==> src/rtl/assert_macros.svh <==
// ----------------------------------------------------------------------------
// assert_macros.svh
// Concurrent assertion helpers; compiled out when SYNTHESIS is defined.
// ----------------------------------------------------------------------------
`ifndef ASSERT_MACROS_SVH
`define ASSERT_MACROS_SVH

`ifndef SYNTHESIS

// property checked at every rising edge outside reset
`define ASSERT_ALWAYS(lbl, clk, rst_n, prop, msg) \
  lbl: assert property (@(posedge clk) disable iff (!rst_n) (prop)) else $error(msg);

// antecedent in one cycle implies consequent in the next
`define ASSERT_NEXT(lbl, clk, rst_n, ante, cons, msg) \
  lbl: assert property (@(posedge clk) disable iff (!rst_n) (ante) |=> (cons)) \
    else $error(msg);

`else

`define ASSERT_ALWAYS(lbl, clk, rst_n, prop, msg)
`define ASSERT_NEXT(lbl, clk, rst_n, ante, cons, msg)

`endif

`endif

==> src/rtl/twt_pkg.sv <==
// ----------------------------------------------------------------------------
// twt_pkg
// Shared types and constants of the trie word tokenizer.
// ----------------------------------------------------------------------------
`default_nettype none

package twt_pkg;

  localparam int unsigned ALPHA_SIZE      = 26;
  localparam int unsigned DEF_NODE_COUNT  = 4096;
  localparam int unsigned DEF_QUEUE_DEPTH = 4;
  localparam int unsigned OUT_DEPTH       = 4;  // power of two

  localparam logic [31:0] NO_TOKEN  = 32'hFFFF_FFFF;
  localparam logic [7:0]  WORDS_MAX = 8'hFF;

  localparam logic [7:0] CH_A     = 8'h61;
  localparam logic [7:0] CH_Z     = 8'h7A;
  localparam logic [7:0] CH_COMMA = 8'h2C;
  localparam logic [7:0] CH_LF    = 8'h0A;
  localparam logic [7:0] CH_CR    = 8'h0D;

  typedef enum logic [1:0] {
    CMD_LOAD_CHILD = 2'd0,
    CMD_LOAD_LOC   = 2'd1,
    CMD_TEXT       = 2'd2,
    CMD_NOP        = 2'd3
  } cmd_e;

  typedef enum logic [1:0] {
    OP_WR_CHILD = 2'd0,
    OP_WR_LOC   = 2'd1,
    OP_LETTER   = 2'd2,
    OP_END      = 2'd3
  } op_e;

  typedef enum logic {
    RES_WORD = 1'b0,
    RES_CELL = 1'b1
  } kind_e;

  // one classified item between front and back
  typedef struct packed {
    op_e         op;
    logic [11:0] node;
    logic [4:0]  slot;
    logic [11:0] child;
    logic [31:0] value;
    logic        close_cell;
    logic        row_end;
  } work_t;

  typedef struct packed {
    kind_e       kind;
    logic [31:0] id;
    logic        found;
    logic [7:0]  words;
    logic        row_end;
    logic        last;
  } result_t;

endpackage

`default_nettype wire

==> src/rtl/twt_front.sv <==
// ----------------------------------------------------------------------------
// twt_front
// Accepts commands, drops no-ops, bad loads and an LF after CR, classifies.
// ----------------------------------------------------------------------------
`default_nettype none

module twt_front
  import twt_pkg::*;
#(
  parameter int unsigned NODE_COUNT = DEF_NODE_COUNT
) (
  input  wire logic        clk_i,
  input  wire logic        rst_ni,
  input  wire logic        in_valid_i,
  output logic             in_ready_o,
  input  wire logic [1:0]  in_cmd_i,
  input  wire logic [11:0] in_node_i,
  input  wire logic [4:0]  in_slot_i,
  input  wire logic [11:0] in_child_i,
  input  wire logic [31:0] in_value_i,
  input  wire logic [7:0]  in_byte_i,
  output logic             q_valid_o,
  input  wire logic        q_ready_i,
  output work_t            q_data_o
);

  logic  after_cr_q, after_cr_d;
  logic  keep;
  logic  node_ok;
  logic  accept;
  cmd_e  cmd;

  assign cmd     = cmd_e'(in_cmd_i);
  assign node_ok = ({20'b0, in_node_i} < 32'(NODE_COUNT));
  assign accept  = in_valid_i && in_ready_o;

  assign in_ready_o = q_ready_i;
  assign q_valid_o  = in_valid_i && keep;

  always_comb begin
    keep                = 1'b0;
    after_cr_d          = after_cr_q;
    q_data_o            = '0;
    q_data_o.node       = in_node_i;
    q_data_o.slot       = in_slot_i;
    q_data_o.child      = in_child_i;
    q_data_o.value      = in_value_i;
    q_data_o.op         = OP_END;
    unique case (cmd)
      CMD_LOAD_CHILD: begin
        q_data_o.op = OP_WR_CHILD;
        keep        = node_ok && (in_slot_i < 5'(ALPHA_SIZE));
      end
      CMD_LOAD_LOC: begin
        q_data_o.op = OP_WR_LOC;
        keep        = node_ok;
      end
      CMD_TEXT: begin
        after_cr_d = (in_byte_i == CH_CR);
        if (after_cr_q && in_byte_i == CH_LF) begin
          after_cr_d = 1'b0;  // second half of CR LF
        end else if (in_byte_i >= CH_A && in_byte_i <= CH_Z) begin
          keep          = 1'b1;
          q_data_o.op   = OP_LETTER;
          q_data_o.slot = 5'(in_byte_i - CH_A);
        end else begin
          keep                = 1'b1;
          q_data_o.close_cell = (in_byte_i == CH_COMMA) || (in_byte_i == CH_CR) ||
                                (in_byte_i == CH_LF);
          q_data_o.row_end    = (in_byte_i == CH_CR) || (in_byte_i == CH_LF);
        end
      end
      CMD_NOP: begin
        keep = 1'b0;
      end
    endcase
  end

  always_ff @(posedge clk_i or negedge rst_ni) begin
    if (!rst_ni) begin
      after_cr_q <= 1'b0;
    end else if (accept && cmd == CMD_TEXT) begin
      after_cr_q <= after_cr_d;
    end
  end

endmodule

`default_nettype wire

==> config.mk <==
export PLATFORM = sky130hd
export DESIGN_NAME = twt_front
export DESIGN_NICKNAME = d
export VERILOG_FILES = /design/src/rtl/assert_macros.svh /design/src/rtl/twt_pkg.sv /design/src/rtl/twt_front.sv
export SDC_FILE = /design/constraint.sdc
export NUM_CORES = 1
export LEC_CHECK = 0
export BUFFER_PORTS_ARGS = -buffer_cell sky130_fd_sc_hd__buf_2
export CAP_MARGIN = 25
export CORE_AREA = 2 2 56 58
export CTS_CLUSTER_SIZE = 12
export DETAILED_ROUTE_END_ITERATION = 7
export DIE_AREA = 0 0 58 60
export GPL_TIMING_DRIVEN = 0
export PLACE_DENSITY = 0.83
export SLEW_MARGIN = 0
export SYNTH_ARGS = -nofsm -noshare
export SYNTH_HDL_FRONTEND = slang
export SYNTH_SLANG_ARGS = --single-unit
==> constraint.sdc <==
create_clock -name clk_i -period 5.59 [get_ports clk_i]
set_clock_uncertainty 0.1 [all_clocks]
set_input_delay 1.677 -clock clk_i [delete_from_list [all_inputs] [get_ports clk_i]]
set_output_delay 1.677 -clock clk_i [all_outputs]
set_load 0.02 [all_outputs]
### After elaboration in Yosys (flattened, before gate mapping)

Cells that the tools add are included.

| storage, ports and cells | value |
|---|---|
| register bits after elaboration | 1 |
| output and inout bits | 67 |

| operators by class | value |
|---|---|
| $add $sub $neg | 1 |
| $lt $le $gt $ge | 3 |
| eq/ne operators | 6 |
| muxes and demuxes | 12 |
| reduce and logical (&&, ||, !) cells | 10 |

Operator list:

| cell | number |
|---|---|
| 8-bit by 4-bit equality test with 1-bit output, second input constant | 2 |
| 5-bit 2-to-1 mux | 3 |
| 8-bit by 6-bit equality test with 1-bit output, second input constant | 1 |
| 8-bit by 7-bit greater-or-equal comparator with 1-bit output, second input constant | 1 |
| 8-bit by 7-bit <= comparator with 1-bit output, second input constant | 1 |
| 2-bit 2-to-1 mux | 3 |
| 2-bit case mux with 3 select lines | 1 |
| 1-bit logical AND | 5 |
| 5-bit less-than comparator, second input constant | 1 |
| 5-bit by 1-bit subtractor with 5-bit output, second input constant | 1 |
| 2-bit equality test, second input constant | 2 |
| 1-bit 2-to-1 mux | 4 |
| 1-bit case mux with 4 select lines | 1 |
| 1-bit logical OR | 3 |
| 2-bit by 1-bit equality test with 1-bit output, second input constant | 1 |
| 2-bit zero test | 1 |
| 2-bit AND reduction | 1 |

### Longest topological paths before layout

| logic depth | value |
|---|---|
| depth in word-level cells | 6 |
| mapped depth | 6 |

### Worst setup path after synthesis

OpenSTA, ideal clock, no wires.

| timing | value |
|---|---|
| path kind | input to output |
| from | input port in_byte_i[0] |
| to | output port q_data_o[1] (netlist name) |
| data arrival time | 3105 ps |
| slack | 708 ps |
| cell stages on the path | 6 |
| path buffers | 0 |
| cells stage by stage | inv_1 -> ha_1 -> nor3b_1 -> a21oi_1 -> nand2_1 -> nor4bb_1 |

RTL lines:

| item | RTL line | source |
|---|---|---|
| from (decl) | twt_front.sv:21 | `input wire logic [7:0] in_byte_i,` |
| to (decl) | twt_front.sv:24 | `output work_t q_data_o` |

==> results.toml <==
[timing]
fin_crit_sh_pct = 89.4
fmax_mhz = 200
slew_viol_final = 0
max_slew.worst_pin.slew_ns = 0.371
relSlewSlack_pct = 75.2
setup_viol = 0
final_hold_viol_count = 0
setup_ws_ns = 0.592
holdWs_ns = 0.395
min_period_ns = 5.00
rsz0062_at_grt = "false"
fin_setup_tns_ns = 0

[pwr]
powerDensity_nw_per_um2 = 93.4
power_frac_comb_pct = 93.6
p_int_mw = 0.0605
clkPwrFrac_pct = 0
switching_share_pct = 48.1
finalPower_mw = 0.117
netSwitchingPower_mw = 0.0561
seqPwrFrac_pct = 6.4
ir_worst_vdd_v = 0.0000611
leakagePower_nw = 0.761

[layout]
final_nets = 266
drive_gt1_share_pct = 80.1
num_antenna_cells = 0
area_delta_synth_final_pct = 58.7
largest_reg_flops = 1
regMostFlops = "after_cr_q"
largest_registers = "after_cr_q (1)"
fin_util_pct = 43.0
finalNonFillerCells = 219
final_design_area_no_fill_um2 = 1250

[worst_setup_path]
cp_slowest_cell = "mux2_2"
worstPathArrival_ns = 3.22
cp_cell_sequence = "buf_2 > inv_1 > ha_1 > nor3b_1 > a21oi_1 > nand3_2 > mux2_2 > buf_2"
cp-end-kind = "primary output"
crit_required_ns = 3.81
path_class = "in -> out"
crit_top_cell = "buf_2"
max_stage_delay_ns = 0.34
startpoint_type = "primary input"
cp_max_fo = 5

[grt]
antenna_found_initial = 0
grt_usage_pct = 10.1
grt_max_degree = 9
grt_pass1_vias = 702
grt-ovfl-total = 0
grt_first_pass_wirelength_mm = 2.89

[floorplan]
coreArea_um2 = 2900
initial_core_util_pct = 27.1
dieHeight_um = 60
dieWidth_um = 58
die_area_um2 = 3480
rows = 20
io_pins = 142

[clock_network]
clk_pin_slew_ns = 0
ctsResizeCount = 0
cts_hold_buf = 0
cts_setup_buffers = 0
clock_latency_ns = 0

[job]
drv_cap = 0

[detailed_routing]
drc = 0
dr.pass1.iters = 4
viasPerCell = 4.23
drt-total-wl_mm = 2.14
num_vias = 927
drt.antenna.violating_nets = 0
first_iter_violations = 9
wl_per_cell_um = 9.76

[place]
place_area_um2 = 1250
io_buffers = 84
detailed_place_hpwl_mm = 2.04
dp_slack_ns = 0.582
dp.cells = 219
gp_congestion = 0.724

[synthesis]
syn_area_um2 = 787
synth_cells = 102
yosysWarnings = 0
ys_ff_latch = 1
yosysUniqueCellTypes = 28
synth.area.top_cells = "buf_4 54%, mux2_2 5.7%, ha_1 4.8%"
avgSynthCellArea_um2 = 7.72
synth_fp_nets = 180
synth_top_area_cell = "buf_4"
ys_seq_area_share_pct = 3.18
yosysTopAreaCellShare_pct = 54.4

[hold_path]
worstHoldPathType = "reg -> reg"

[outcome]
status = "finished clean"
layer usage:
| layer | up-vias | wire length [um] | track usage [%] |
|---|---|---|---|
| li1 | 446 | - | - |
| met1 | 397 | 671 | 11.7 |
| met2 | 84 | 1100 | 21.1 |
| met3 | 0 | 363 | 0.649 |
| met4 | 0 | 0 | 0 |
| met5 | - | 0 | 0 |
synth_stat cells:
cell and number:
o41ai_1 1, nand3_2 1, and2_1 1, nor2_1 2
nand2_1 4, a21o_1 1, o21ai_1 1, o2111ai_1 1
clkbuf_1 1, nand3_1 2, buf_4 57, o21ai_0 1
o31ai_4 1, nor3b_1 1, nor2b_1 2, nand3b_1 2
xor2_1 3, inv_1 3, or4b_4 1, dfrtp_1 1
a21oi_1 1, ha_1 3, nor3_1 2, nor4_1 1
nor4bb_1 1, mux2i_1 2, buf_2 1, mux2_2 4
power by group through the flow:
stage               Sequential [mW]  Combinational (mW)  Clock, mW
floorplan                   0.00743              0.0776          0
global placement            0.00743               0.109          0
CTS                         0.00744               0.110          0
global route                0.00744               0.117          0
finish                      0.00743               0.109          0
detailed placement          0.00743               0.110          0
logic make-up (layout without fill, tap and decap cells):
kind of cell | after synthesis | in the layout | synth area share, %
compound gates | 7 | 7 | 7.79
xor+xnor | 3 | 3 | 3.34
fa+ha+maj | 3 | 3 | 4.77
buf+inv | 62 | 146 | 56.9
flops | 1 | 1 | 3.18
mux | 6 | 6 | 8.27
simple gates | 20 | 20 | 15.7
critical path, delay by kind of cell:
| kind | cells | cell delay, ns |
|---|---|---|
| buffers and inverters | 3 | 0.37 |
| AND/OR/NAND/NOR | 2 | 0.47 |
| AO/OA/AOI/OAI | 1 | 0.15 |
| multiplexers | 1 | 0.34 |
| adder cells (fa/ha/maj) | 1 | 0.22 |
final cells by class:
cell class                 instances  area, um2
buffer                            59        437
fill                             322       1650
inverter                           3       11.3
multi-input combinational         39        314
sequential                         1       25.0
tap                               33       41.3
timing repair buffer              84        420
layout by cell type (no fill, tap or decap):
cell type and n:
dfrtp_1 1, buf_2 85, inv_1 3, o31ai_4 1
nand2_1 4, nor4_1 1, o21ai_0 1, mux2i_1 2
o2111ai_1 1, and2_1 1, clkbuf_1 1, nand3_1 2
a21o_1 1, o21ai_1 1, o41ai_1 1, ha_1 3
buf_4 57, nand3_2 1, or4b_4 1, nand3b_1 2
nor2_1 2, xor2_1 3, nor2b_1 2, nor3b_1 1
nor3_1 2, a21oi_1 1, mux2_2 4, nor4bb_1 1
final timing paths:
check | slack [ns] | start | to | depth (start not counted)
min in group asynchronous | 1.35 | rst_ni | after_cr_q | 1
max in group asynchronous | 3.95 | rst_ni | after_cr_q | 1
setup / recovery | 0.59 | in_byte_i[0] | q_data_o[50] | 8
hold / removal | 0.40 | after_cr_q | after_cr_q | 2
hold reg to reg | 0.40 | after_cr_q | after_cr_q | 2
setup reg to reg | 4.86 | after_cr_q | after_cr_q | 2
(Power assumes the default switching activity.)
