[config.mk]
export PLATFORM = sky130hd
export DESIGN_NAME = twt_fifo
export DESIGN_NICKNAME = d
export VERILOG_FILES = /design/src/rtl/assert_macros.svh /design/src/rtl/twt_fifo.sv
export SDC_FILE = /design/constraint.sdc
export NUM_CORES = 1
export LEC_CHECK = 0
export BUFFER_PORTS_ARGS = -buffer_cell sky130_fd_sc_hd__buf_2
export CORE_ASPECT_RATIO = 1.25
export CORE_MARGIN = 2
export CORE_UTILIZATION = 50
export CTS_CLUSTER_DIAMETER = 100
export DETAILED_ROUTE_END_ITERATION = 12
export PLACE_DENSITY_LB_ADDON = 0.25
export REMOVE_ABC_BUFFERS = 1
export SLEW_MARGIN = 10
export SYNTH_ARGS = -nofsm -noshare
export SYNTH_HDL_FRONTEND = slang
export SYNTH_SLANG_ARGS = --single-unit
[constraint.sdc]
create_clock -name clk_i -period 1.8 [get_ports clk_i]
set_input_delay 0.09 -clock clk_i [delete_from_list [all_inputs] [get_ports clk_i]]
set_output_delay 0.09 -clock clk_i [all_outputs]
set_load 0.01 [all_outputs]
[src/rtl/assert_macros.svh]
// ----------------------------------------------------------------------------
// assert_macros.svh
// Concurrent assertion helpers; compiled out when SYNTHESIS is defined.
// ----------------------------------------------------------------------------
`ifndef ASSERT_MACROS_SVH
`define ASSERT_MACROS_SVH

`ifndef SYNTHESIS

// property checked at every rising edge outside reset
`define ASSERT_ALWAYS(lbl, clk, rst_n, prop, msg) \
  lbl: assert property (@(posedge clk) disable iff (!rst_n) (prop)) else $error(msg);

// antecedent in one cycle implies consequent in the next
`define ASSERT_NEXT(lbl, clk, rst_n, ante, cons, msg) \
  lbl: assert property (@(posedge clk) disable iff (!rst_n) (ante) |=> (cons)) \
    else $error(msg);

`else

`define ASSERT_ALWAYS(lbl, clk, rst_n, prop, msg)
`define ASSERT_NEXT(lbl, clk, rst_n, ante, cons, msg)

`endif

`endif

[src/rtl/twt_fifo.sv]
// ----------------------------------------------------------------------------
// twt_fifo
// Small first-word-fall-through queue in flip-flops.
// ----------------------------------------------------------------------------
`default_nettype none

module twt_fifo #(
  parameter int unsigned WIDTH = 8,
  parameter int unsigned DEPTH = 4,
  localparam int unsigned PW   = (DEPTH > 1) ? $clog2(DEPTH) : 1,
  localparam int unsigned CW   = $clog2(DEPTH + 1)
) (
  input  wire logic             clk_i,
  input  wire logic             rst_ni,
  input  wire logic             in_valid_i,
  output logic                  in_ready_o,
  input  wire logic [WIDTH-1:0] in_data_i,
  output logic                  out_valid_o,
  input  wire logic             out_ready_i,
  output logic      [WIDTH-1:0] out_data_o
);

  logic [WIDTH-1:0] mem_q [DEPTH];
  logic [PW-1:0]    wptr_q, wptr_d, rptr_q, rptr_d;
  logic [CW-1:0]    cnt_q, cnt_d;
  logic             push, pop;

  assign in_ready_o  = (cnt_q != CW'(DEPTH));
  assign out_valid_o = (cnt_q != '0);
  assign out_data_o  = mem_q[rptr_q];
  assign push        = in_valid_i && in_ready_o;
  assign pop         = out_valid_o && out_ready_i;

  always_comb begin
    wptr_d = wptr_q;
    rptr_d = rptr_q;
    cnt_d  = cnt_q;
    if (push) begin
      wptr_d = (wptr_q == PW'(DEPTH - 1)) ? '0 : PW'(wptr_q + 1'b1);
    end
    if (pop) begin
      rptr_d = (rptr_q == PW'(DEPTH - 1)) ? '0 : PW'(rptr_q + 1'b1);
    end
    if (push && !pop) begin
      cnt_d = CW'(cnt_q + 1'b1);
    end else if (pop && !push) begin
      cnt_d = CW'(cnt_q - 1'b1);
    end
  end

  always_ff @(posedge clk_i) begin
    if (push) begin
      mem_q[wptr_q] <= in_data_i;
    end
  end

  always_ff @(posedge clk_i or negedge rst_ni) begin
    if (!rst_ni) begin
      wptr_q <= '0;
      rptr_q <= '0;
      cnt_q  <= '0;
    end else begin
      wptr_q <= wptr_d;
      rptr_q <= rptr_d;
      cnt_q  <= cnt_d;
    end
  end

endmodule

`default_nettype wire

# == After elaboration in Yosys (flattened, before gate mapping) ==
# Memories as Yosys holds them, arrays and structs flattened.
# Index checks and enable logic that the tools add are counted.
# word_totals
regBits,7
inputBits,12
mem_count,1
ramBits,32
# mem_list
name,depth,width,read_ports,rd_ports_with_merged_regs,wr,line,source
mem_q,4,8,1,0,1,twt_fifo.sv:23,logic [WIDTH-1:0] mem_q [DEPTH];
# classes
mux,6
add_sub_neg,4
n_eq_ne,3
n_reduce_logical,8
# op_table
operator,count
2-to-1 mux 3 bit,2
"adder 2 x 1 -> 2 bit, second input constant",2
"== test 2 bit, second input constant",2
logical AND 1 bit,4
2-to-1 mux 2 bit,2
"adder 3 x 1 -> 3 bit, second input constant",1
"inequality test 3 bit, second input constant",1
nonzero test 3 bit,1
"subtractor 3 x 1 -> 3 bit, second input constant",1
logical NOT 1 bit,2
2-to-1 mux 1 bit,2
nonzero test 2 bit,1

# == Longest topological paths before layout ==
# Gate-level depths: netlist of run 1.
# depth
word_depth,6
depth_mapped,8
depth_no_buf,8

# == Worst setup path before layout of run 1 ==
# Ideal clock, no wire load.
# synth_path
path_kind,reg2reg
from,register cnt_q[0]
to,register cnt_q[2]
path_slack_ps,-298
required_ps,1721
setup_time_ps,79
path_stages_with_launch,9
n_path_buf,0
period_less_slack_ps,2098
arrival_time_ps,2019
path_cell_list,dfrtp_1 -> or3_2 -> nand2_1 -> ha_1 -> inv_1 -> fa_1 -> xor2_1 -> nor2_1 -> xor2_1
# synth_via
elab_chain_len,5
elab_cells_between_ends,13
# synth_rtl
item,line,source
start: declaration,twt_fifo.sv:25,"logic [CW-1:0] cnt_q, cnt_d;"
start signal: assignment,twt_fifo.sv:65,cnt_q <= cnt_d;
nonzero test 3 bit *,twt_fifo.sv:29,assign out_valid_o = (cnt_q != '0);
named net out_valid_o,twt_fifo.sv:18,"output logic out_valid_o,"
logical AND 1 bit *,twt_fifo.sv:32,assign pop = out_valid_o && out_ready_i;
logical NOT 1 bit,twt_fifo.sv:44,if (push && !pop) begin
logical AND 1 bit,twt_fifo.sv:44,
2-to-1 mux 3 bit / nonzero test 2 bit (equally long branches),--,
# The timed path passes the listed nets; every way through them passes the cells marked *. The select of a mux whose other input is x is not followed.
# A chain may end at the register's enable or synchronous reset.

# == Worst setup path in the final report of run 1 ==
# layout_path
from,register cnt_q[1]
to,register cnt_q[1]
# layout_via
elab_cells_between_ends,13
# layout_lines
item,line,source
inequality test 3 bit,twt_fifo.sv:28,assign in_ready_o = (cnt_q != CW'(DEPTH));
logical AND 1 bit,twt_fifo.sv:31,assign push = in_valid_i && in_ready_o;
named net push,twt_fifo.sv:26,"logic push, pop;"
logical AND 1 bit,twt_fifo.sv:44,
2-to-1 mux 3 bit,twt_fifo.sv:44,
named net cnt_d[1],twt_fifo.sv:25,
# The timed path passes the listed nets, and every way through them passes these cells. The select of a mux whose other input is x is not followed.

==> results of run 1 <==
==> critical path, stage by stage (launching register included) <==
cell and delay (ns):
dfrtp_1 0.41, or3b_4 0.41, and2_4 0.17, ha_4 0.16
inv_2 0.04, fa_1 0.39, mux2_4 0.28
==> flip-flops by register name (all words and copies together) (netlist names) <==
register / count
cnt_q: 3
mem_q: 32
rptr_q: 2
wptr_q: 2
==> layout make-up <==
cell class	count	area [sq um]	area share [%]
clock buffer	7	55.1	2.76
clock inverter	1	5.00	0.251
inverter	3	11.3	0.565
multi-input combinational	34	465	23.4
sequential	39	1140	57.2
tap	36	45.0	2.26
timing repair buffer	40	270	13.6
==> cells in the final DEF, fill, tap and decap left out, types with 2 or more instances in the layout <==
cell and n:
and3_2 4, buf_2 21, buf_4 10, clkbuf_4 5
dfrtp_1 6, dlygate4sd3_1 9, edfxtp_1 32, ha_1 5
inv_1 2, mux2_2 2, mux2_4 3, mux4_2 8
nor2_1 3, xor2_1 2
==> report_power, final <==
| group | switching, uW | total (uW) | internal [uW] |
|---|---|---|---|
| Sequential | 190 | 1420 | 1230 |
| Combinational | 463 | 1140 | 679 |
| Clock | 262 | 451 | 189 |
| Total | 915 | 3010 | 2100 |
==> how the worst min path moves through the flow <==
| stage | endpoint | slack [ns] | cells past startpoint |
|---|---|---|---|
| 5_1_grt | cnt_q[2] | 0.11 | 2 |
| 3_5_place_dp | wptr_q[0] | -0.06 | 1 |
| 4_1_cts | cnt_q[1] | 0.09 | 2 |
| 6_report | cnt_q[2] | 0.11 | 2 |
| 2_1_floorplan | cnt_q[0] | -0.21 | 0 |
| 3_3_place_gp | wptr_q[0] | -0.07 | 1 |
==> metal layers <==
| metal | GRT usage [%] | vias to the layer above | routed length [um] |
|---|---|---|---|
| li1 | - | 394 | - |
| met1 | 17.4 | 435 | 959 |
| met2 | 28.5 | 27 | 1340 |
| met3 | 6.73 | 11 | 126 |
| met4 | 14.1 | 0 | 95 |
| met5 | 0 | - | 0 |
==> what timing repair did <==
item                                    4_1_cts  5_1_grt
pin swaps                                     2        0
setup buffers                                 3        0
resized for setup                             7        2
cloned                                        0        0
endpoints found under the setup margin       10        7
endpoints found under the hold margin        39        0
hold buffers                                  9        0
==> logic make-up (layout without fill, tap and decap cells) <==
family,after synthesis,in the layout,share of synthesized area [%]
muxes,13,13,15.3
and+or+nand+nor,11,11,4.55
xor gates and xnor gates,3,3,1.65
buffers and inverters,5,51,1.26
adders and majority gates,7,7,5.97
DFF,39,39,71.3
==> per-stage QoR <==
step           total power [uW]  hold WS [ns]
2_1_floorplan              2070        -0.206
3_3_place_gp               2410       -0.0690
3_5_place_dp               2470       -0.0623
4_1_cts                    3030        0.0903
5_1_grt                    3220         0.114
6_report                   3010         0.111
==> impl_metrics.tcl, run 1 <==
set metrics [dict create \
    crit_path_max_fanout 3 \
    die_area_sq_mm 0.00366 \
    synth_top_area_cell "edfxtp_1" \
    netlist_top_cells_area "edfxtp_1 (60%), mux4_2 (11%), dfrtp_1 (11%)" \
    fillerInstances 222 \
    instances_no_fill 160 \
    synth_seq_cells 39 \
    place_ws_ns -0.292 \
    synth_area_per_cell_sq_um 20.4 \
    critPathLaunch "cnt_q[1]" \
    dp_cells 140 \
    placed_area_sq_mm 0.00179 \
    slew_viol_final 0 \
    status "finished, violations left" \
    rsz0062_at_grt "yes" \
    r2r_slack_ns -0.17 \
    cp.arrival_ns 2.21 \
    grt_max_degree 13 \
    chipHeight_um 67.1 \
    hpwl_mm 1.66 \
    r2r-end "cnt_q[1]" \
    clockRootBuffer "clkbuf_4" \
    syn_area_sq_mm 0.00159 \
    synth_common_cells "edfxtp_1 (32), mux4_2 (8), dfrtp_1 (7)" \
    nets 142 \
    vias 867 \
    syn_to_final_growth_pct 25.0 \
    clockBufferDepth 2 \
    start_kind "flop" \
    avgViaCountPerCell 5.42 \
    overflow 0 \
    setup_slack_ns -0.169 \
    fp.dieW_um 54.5 \
    timing.fmax_mhz 508 \
    ir_drop_mv 0.998 \
    wirelength_mm 2.52 \
    start_util_pct 53.1 \
    antenna_cells 0 \
    power_density_mw_per_mm2 1510 \
    yosys_warnings 0 \
    cp.required_ns 2.04 \
    numClockSinks 39 \
    synth_flop_cell "edfxtp_1" \
    routedWlPerCell_um 15.8 \
    setup_viol 2 \
    violations "negative setup slack" \
    num_io_pins 22 \
    relSlewSlack_pct 69.9 \
    detail_route.iter0.violations 13 \
    drive_above_1_share_pct 50.0 \
    synth.most_common_cell "edfxtp_1" \
    crit_type "flop to flop" \
    r2r-start "cnt_q[1]" \
    final.setup.tns_ns -0.303 \
    gp_congestion 0.731 \
    grt_usage_pct 17.6 \
    drcViolationCount 0 \
    first_pass_iters 4 \
    fin_crit_sh_pct 109 \
    hold_violations 0 \
    min_path_type "input port to async pin" \
    synth-edff-count 32 \
    crit_path_end "cnt_q[1]" \
    skew_ns 0.00747 \
    antenna_found_initial 0 \
    drv_cap 0 \
    synthDominantCellAreaShare_pct 60.3 \
    h-tree-depth 2 \
    ys_types 18 \
    grt_pass1_vias 882 \
    tightest_slew_ns 0.452 \
    coreArea_sq_mm 0.00300 \
    clkSlewWorstSetupHoldPaths_ns 0.11 \
    detail-route-antenna-nets 0 \
    reg2reg_depth 6 \
    p_leak_uw 0.000779 \
    io_buffers 21 \
    async_reset_ff_share_pct 17.9 \
    tritoncts "built" \
    clock_latency_ns 0.34 \
    syn_inst 78 \
    final_util_pct 66.4 \
    cts_made_buffers 5 \
    period_needed_ns 1.97 \
    seq_area_frac_synth_pct 71.3 \
    rows 22 \
    setup.worst_path.end_class "flop" \
    grt_pass1_wl_mm 4.08 \
    fin_area_sq_mm 0.00199 \
]
(Power assumes the default switching activity.)
==> inputs of run 2 (changes only) <==
--- a/config.mk
+++ b/config.mk
@@ -12,8 +12,10 @@
 export CTS_CLUSTER_DIAMETER = 100
 export DETAILED_ROUTE_END_ITERATION = 12
 export PLACE_DENSITY_LB_ADDON = 0.25
+export RECOVER_POWER = 25
 export REMOVE_ABC_BUFFERS = 1
 export SLEW_MARGIN = 10
 export SYNTH_ARGS = -nofsm -noshare
 export SYNTH_HDL_FRONTEND = slang
 export SYNTH_SLANG_ARGS = --single-unit
+export TNS_END_PERCENT = 5
==> impl_metrics.tcl, run 2 (synthesis results as in run 1) <==
set metrics [dict create \
    status "finished, violations left" \
    largest-register "mem_q" \
    timing.fmax_mhz 508 \
    chipHeight_um 67.1 \
    tightest_slew_ns 0.451 \
    skew_ns 0.00746 \
    period_needed_ns 1.97 \
    layout_common_cells "edfxtp_1 (32), buf_2 (16), buf_4 (10)" \
    final.setup.tns_ns -0.302 \
    clockRootBuffer "clkbuf_4" \
    largest_register_ffs 32 \
    grt_pass1_vias 882 \
    clock_power_share_pct 15.0 \
    cts_made_buffers 5 \
    grt_max_degree 13 \
    crit_type "flop to flop" \
    num_io_pins 22 \
    tritoncts "built" \
    avgViaCountPerCell 5.43 \
    slowest_delay_ns 0.41 \
    detail-route-antenna-nets 0 \
    fin_crit_sh_pct 109 \
    setup_viol 2 \
    h-tree-depth 2 \
    slew_viol_final 0 \
    cp.arrival_ns 2.21 \
    power_density_mw_per_mm2 1520 \
    clock_latency_ns 0.34 \
    fp.dieW_um 54.5 \
    clkSlewWorstSetupHoldPaths_ns 0.11 \
    routedWlPerCell_um 15.7 \
    syn_to_final_growth_pct 24.6 \
    nets 142 \
    holdWs_ns 0.163 \
    cp_num_buf_inv 1 \
    wirelength_mm 2.52 \
    ir_drop_mv 0.998 \
    p_int_uw 2100 \
    hpwl_mm 1.66 \
    drv_cap 0 \
    switching_power_uw 914 \
    gp_congestion 0.731 \
    drive_above_1_share_pct 46.0 \
    instances_no_fill 160 \
    coreArea_sq_mm 0.00300 \
    io_buffers 21 \
    drcViolationCount 0 \
    detail_route.iter0.violations 13 \
    crit_family "simple AND/OR/NAND/NOR gates" \
    start_kind "flop" \
    antenna_found_initial 0 \
    numClockSinks 39 \
    clockBufferDepth 2 \
    final_common_cell "edfxtp_1" \
    antenna_cells 0 \
    start_util_pct 53.1 \
    p_seq_share_pct 47.1 \
    cp_slowest_cell "dfrtp_1" \
    relSlewSlack_pct 70.0 \
    power.share.switching_pct 30.4 \
    crit_path_max_fanout 3 \
    setup.worst_path.end_class "flop" \
    grt_usage_pct 17.6 \
    p_leak_uw 0.000766 \
    rows 22 \
    final_util_pct 66.2 \
    die_area_sq_mm 0.00366 \
    total_power_uw 3010 \
    grt_pass1_wl_mm 4.08 \
    vias 868 \
    first_pass_iters 4 \
    path_cells "or3b_4, and2_4, ha_4, inv_2, fa_1, mux2_4" \
    hold_violations 0 \
    dp_cells 140 \
    power_frac_comb_pct 37.9 \
    setup_slack_ns -0.169 \
    rsz0062_at_grt "yes" \
    reg_top3 "mem_q: 32 flops, cnt_q: 3 flops" \
    overflow 0 \
    min_path_type "input port to flop" \
    cp.required_ns 2.04 \
    violations "negative setup slack" \
]
[run 2: repair_timing]
action / in CTS / in global routing
endpoints found under the setup margin: 10 / 7
setup buffers: 3 / 0
resized for setup: 7 / 2
pin swaps: 2 / 0
endpoints found under the hold margin: 39 / 0
hold buffers: 9 / 0
[run 2: path summary, 6_finish.rpt]
check / start / endpoint / cells after the start / slack [ns]
setup / recovery: cnt_q[1] / cnt_q[1] / 6 / -0.17
hold / removal: out_ready_i / cnt_q[0] / 4 / 0.16
setup reg to reg: cnt_q[1] / cnt_q[1] / 6 / -0.17
hold reg to reg: wptr_q[1] / wptr_q[1] / 1 / 0.61
max in group asynchronous: rst_ni / rptr_q[0] / 2 / 1.28
min in group asynchronous: rst_ni / cnt_q[2] / 2 / 0.19
[run 2: power by group through the flow]
stage / Sequential [uW] / Combinational (uW) / Clock, uW
after global routing: 1460 / 1250 / 505
final: 1420 / 1140 / 450
after detailed placement: 1440 / 1030 / 0
after floorplan: 1390 / 679 / 0
after global placement: 1420 / 993 / 0
after CTS: 1420 / 1150 / 460
[run 2: per-stage QoR]
stage	cell area (sq um)	setup slack (ns)
global route	1990	-0.223
detailed placement	1790	-0.292
CTS	1980	-0.165
finish	1990	-0.169
floorplan	1590	-0.298
global placement	1790	-0.187
[run 2: cell type report]
| cell class | instances | area [sq um] |
|---|---|---|
| clock inverter | 1 | 5.00 |
| tap | 36 | 45.0 |
| multi-input combinational | 34 | 465 |
| timing repair buffer | 40 | 264 |
| sequential | 39 | 1140 |
| clock buffer | 7 | 55.1 |
| fill | 224 | 1010 |
| inverter | 3 | 11.3 |
[run 2: worst reg2reg max path, delay by kind of cell (launching register included)]
kind,cells,cell delay (ns)
buffers and inverters,1,0.04
DFF,1,0.41
muxes,1,0.28
adders and majority gates,2,0.55
and+or+nand+nor,2,0.58
[run 2: layer usage]
| metal | wire (um) | vias up | global-route usage [%] |
|---|---|---|---|
| met5 | 0 | - | 0 |
| met4 | 96 | 0 | 14.1 |
| met3 | 153 | 12 | 6.73 |
| met2 | 1330 | 29 | 28.5 |
| met1 | 940 | 433 | 17.4 |
| li1 | - | 394 | - |
==> inputs of run 3 (changes only) <==
--- a/config.mk
+++ b/config.mk
@@ -5,7 +5,7 @@
 export SDC_FILE = /design/constraint.sdc
 export NUM_CORES = 1
 export LEC_CHECK = 0
-export BUFFER_PORTS_ARGS = -buffer_cell sky130_fd_sc_hd__buf_2
+export BUFFER_PORTS_ARGS = -buffer_cell sky130_fd_sc_hd__buf_4
 export CORE_ASPECT_RATIO = 1.25
 export CORE_MARGIN = 2
 export CORE_UTILIZATION = 50
==> impl_metrics.tcl, run 3 (synthesis results as in run 1) <==
set metrics [dict create \
    cts_made_buffers 5 \
    place_ws_ns -0.311 \
    cp_slowest_cell "dfrtp_1" \
    clock_latency_ns 0.33 \
    min_from "out_ready_i" \
    gp_congestion 0.723 \
    final_common_cell "edfxtp_1" \
    clockBufferDepth 2 \
    grt_pass1_wl_mm 4.20 \
    h-tree-depth 2 \
    power_density_mw_per_mm2 1510 \
    rows 22 \
    io_buffers 21 \
    r2r-end "cnt_q[1]" \
    r2r-start "cnt_q[1]" \
    grt_pass1_vias 920 \
    wirelength_mm 2.61 \
    crit_path_max_fanout 3 \
    die_area_sq_mm 0.00366 \
    hold_end "cnt_q[0]" \
    timing.fmax_mhz 500 \
    avgViaCountPerCell 5.20 \
    drcViolationCount 0 \
    reg2reg_depth 6 \
    fp.dieW_um 54.5 \
    grt_max_degree 12 \
    nets 141 \
    whs_path_depth 4 \
    coreArea_sq_mm 0.00300 \
    reg_top3 "mem_q: 32 flops, cnt_q: 3 flops" \
    path_cells "or3b_4, and2_4, ha_4, inv_2, fa_2, mux2_4" \
    crit_type "flop to flop" \
    clkSlewWorstSetupHoldPaths_ns 0.10 \
    final.setup.tns_ns -0.348 \
    layout_common_cells "edfxtp_1 (32), buf_4 (25), dlygate4sd3_1 (9)" \
    drive_above_1_share_pct 45.5 \
    largest_register_ffs 32 \
    tightest_slew_ns 0.442 \
    p_leak_uw 0.000769 \
    cp.required_ns 2.02 \
    start_util_pct 53.1 \
    first_pass_iters 4 \
    routedWlPerCell_um 16.4 \
    r2r_slack_ns -0.20 \
    slew_viol_final 0 \
    grt_usage_pct 18.2 \
    period_needed_ns 2.00 \
    chipHeight_um 67.1 \
    setup_viol 2 \
    tritoncts "built" \
    ir_drop_mv 1.01 \
    clockRootBuffer "clkbuf_4" \
    antenna_found_initial 0 \
    largest-register "mem_q" \
    hold_violations 0 \
    skew_ns 0.00458 \
    violations "negative setup slack" \
    syn_to_final_growth_pct 26.1 \
    hpwl_mm 1.81 \
    start_kind "flop" \
    numClockSinks 39 \
    setup_slack_ns -0.202 \
    detail-route-antenna-nets 0 \
    status "finished, violations left" \
    relSlewSlack_pct 70.5 \
    overflow 0 \
    rsz0062_at_grt "yes" \
    fin_crit_sh_pct 111 \
    setup.worst_path.end_class "flop" \
    cp.arrival_ns 2.23 \
    drv_cap 0 \
    slowest_delay_ns 0.42 \
    min_path_type "input port to flop" \
    vias 827 \
    antenna_cells 0 \
    num_io_pins 22 \
    detail_route.iter0.violations 26 \
]
[run 3: per-stage QoR]
stage | instance area (sq um) | utilization [%] | hold WS, ns | total power, uW | instances
final | 2010 | 67.0 | 0.179 | 3050 | 159
after floorplan | 1590 | - | -0.206 | 2070 | 76
after detailed placement | 1850 | 61.6 | -0.0878 | 2590 | 141
after global placement | 1850 | 61.6 | -0.0929 | 2510 | 141
after CTS | 2030 | 67.6 | 0.0782 | 3090 | 159
after global routing | 2010 | 67.0 | 0.172 | 3270 | 159
[run 3: layer usage]
metal | track usage [%] | part of all wire [%] | vias to the layer above
li1 | - | - | 390
met1 | 18.7 | 38 | 414
met2 | 31.8 | 56 | 19
met3 | 6.05 | 3.6 | 4
met4 | 9.38 | 2.2 | 0
met5 | 0 | 0 | -
[run 3: power by group]
group	leakage, uW	total (uW)	internal, uW	switching [uW]
sequential	0.000374	1420	1230	191
clock	0.0000293	406	152	254
combinational	0.000365	1220	746	473
[run 3: worst max-delay path by stage]
stage                        start        to  slack (ns)  depth (start not counted)
after floorplan           cnt_q[0]  cnt_q[2]       -0.30                          8
after global placement    cnt_q[0]  cnt_q[1]       -0.19                          6
after detailed placement  cnt_q[0]  cnt_q[2]       -0.31                          8
after CTS                 cnt_q[1]  cnt_q[1]       -0.21                          6
after global routing      cnt_q[1]  cnt_q[1]       -0.27                          6
final                     cnt_q[1]  cnt_q[1]       -0.20                          6
[run 3: worst max-delay path, delay by kind of cell (launching register included)]
kind	cells	cell delay, ns
AND/OR/NAND/NOR	2	0.56
buffers and inverters	1	0.05
adder cells (fa/ha/maj)	2	0.58
flip-flops	1	0.42
multiplexers	1	0.28
[run 3: cell type report]
| class | count | area (sq um) |
|---|---|---|
| multi-input combinational | 34 | 468 |
| clock buffer | 7 | 45.0 |
| inverter | 3 | 11.3 |
| tap | 36 | 45.0 |
| clock inverter | 1 | 5.00 |
| fill | 218 | 990 |
| timing repair buffer | 39 | 297 |
| sequential | 39 | 1140 |
[run 3: repair_timing]
action,in CTS,in global routing
endpoints found under the setup margin,10,9
pin swaps,6,2
endpoints found under the hold margin,39,0
setup buffers,1,0
hold buffers,9,0
gates cloned,0,0
gates resized for setup,9,1
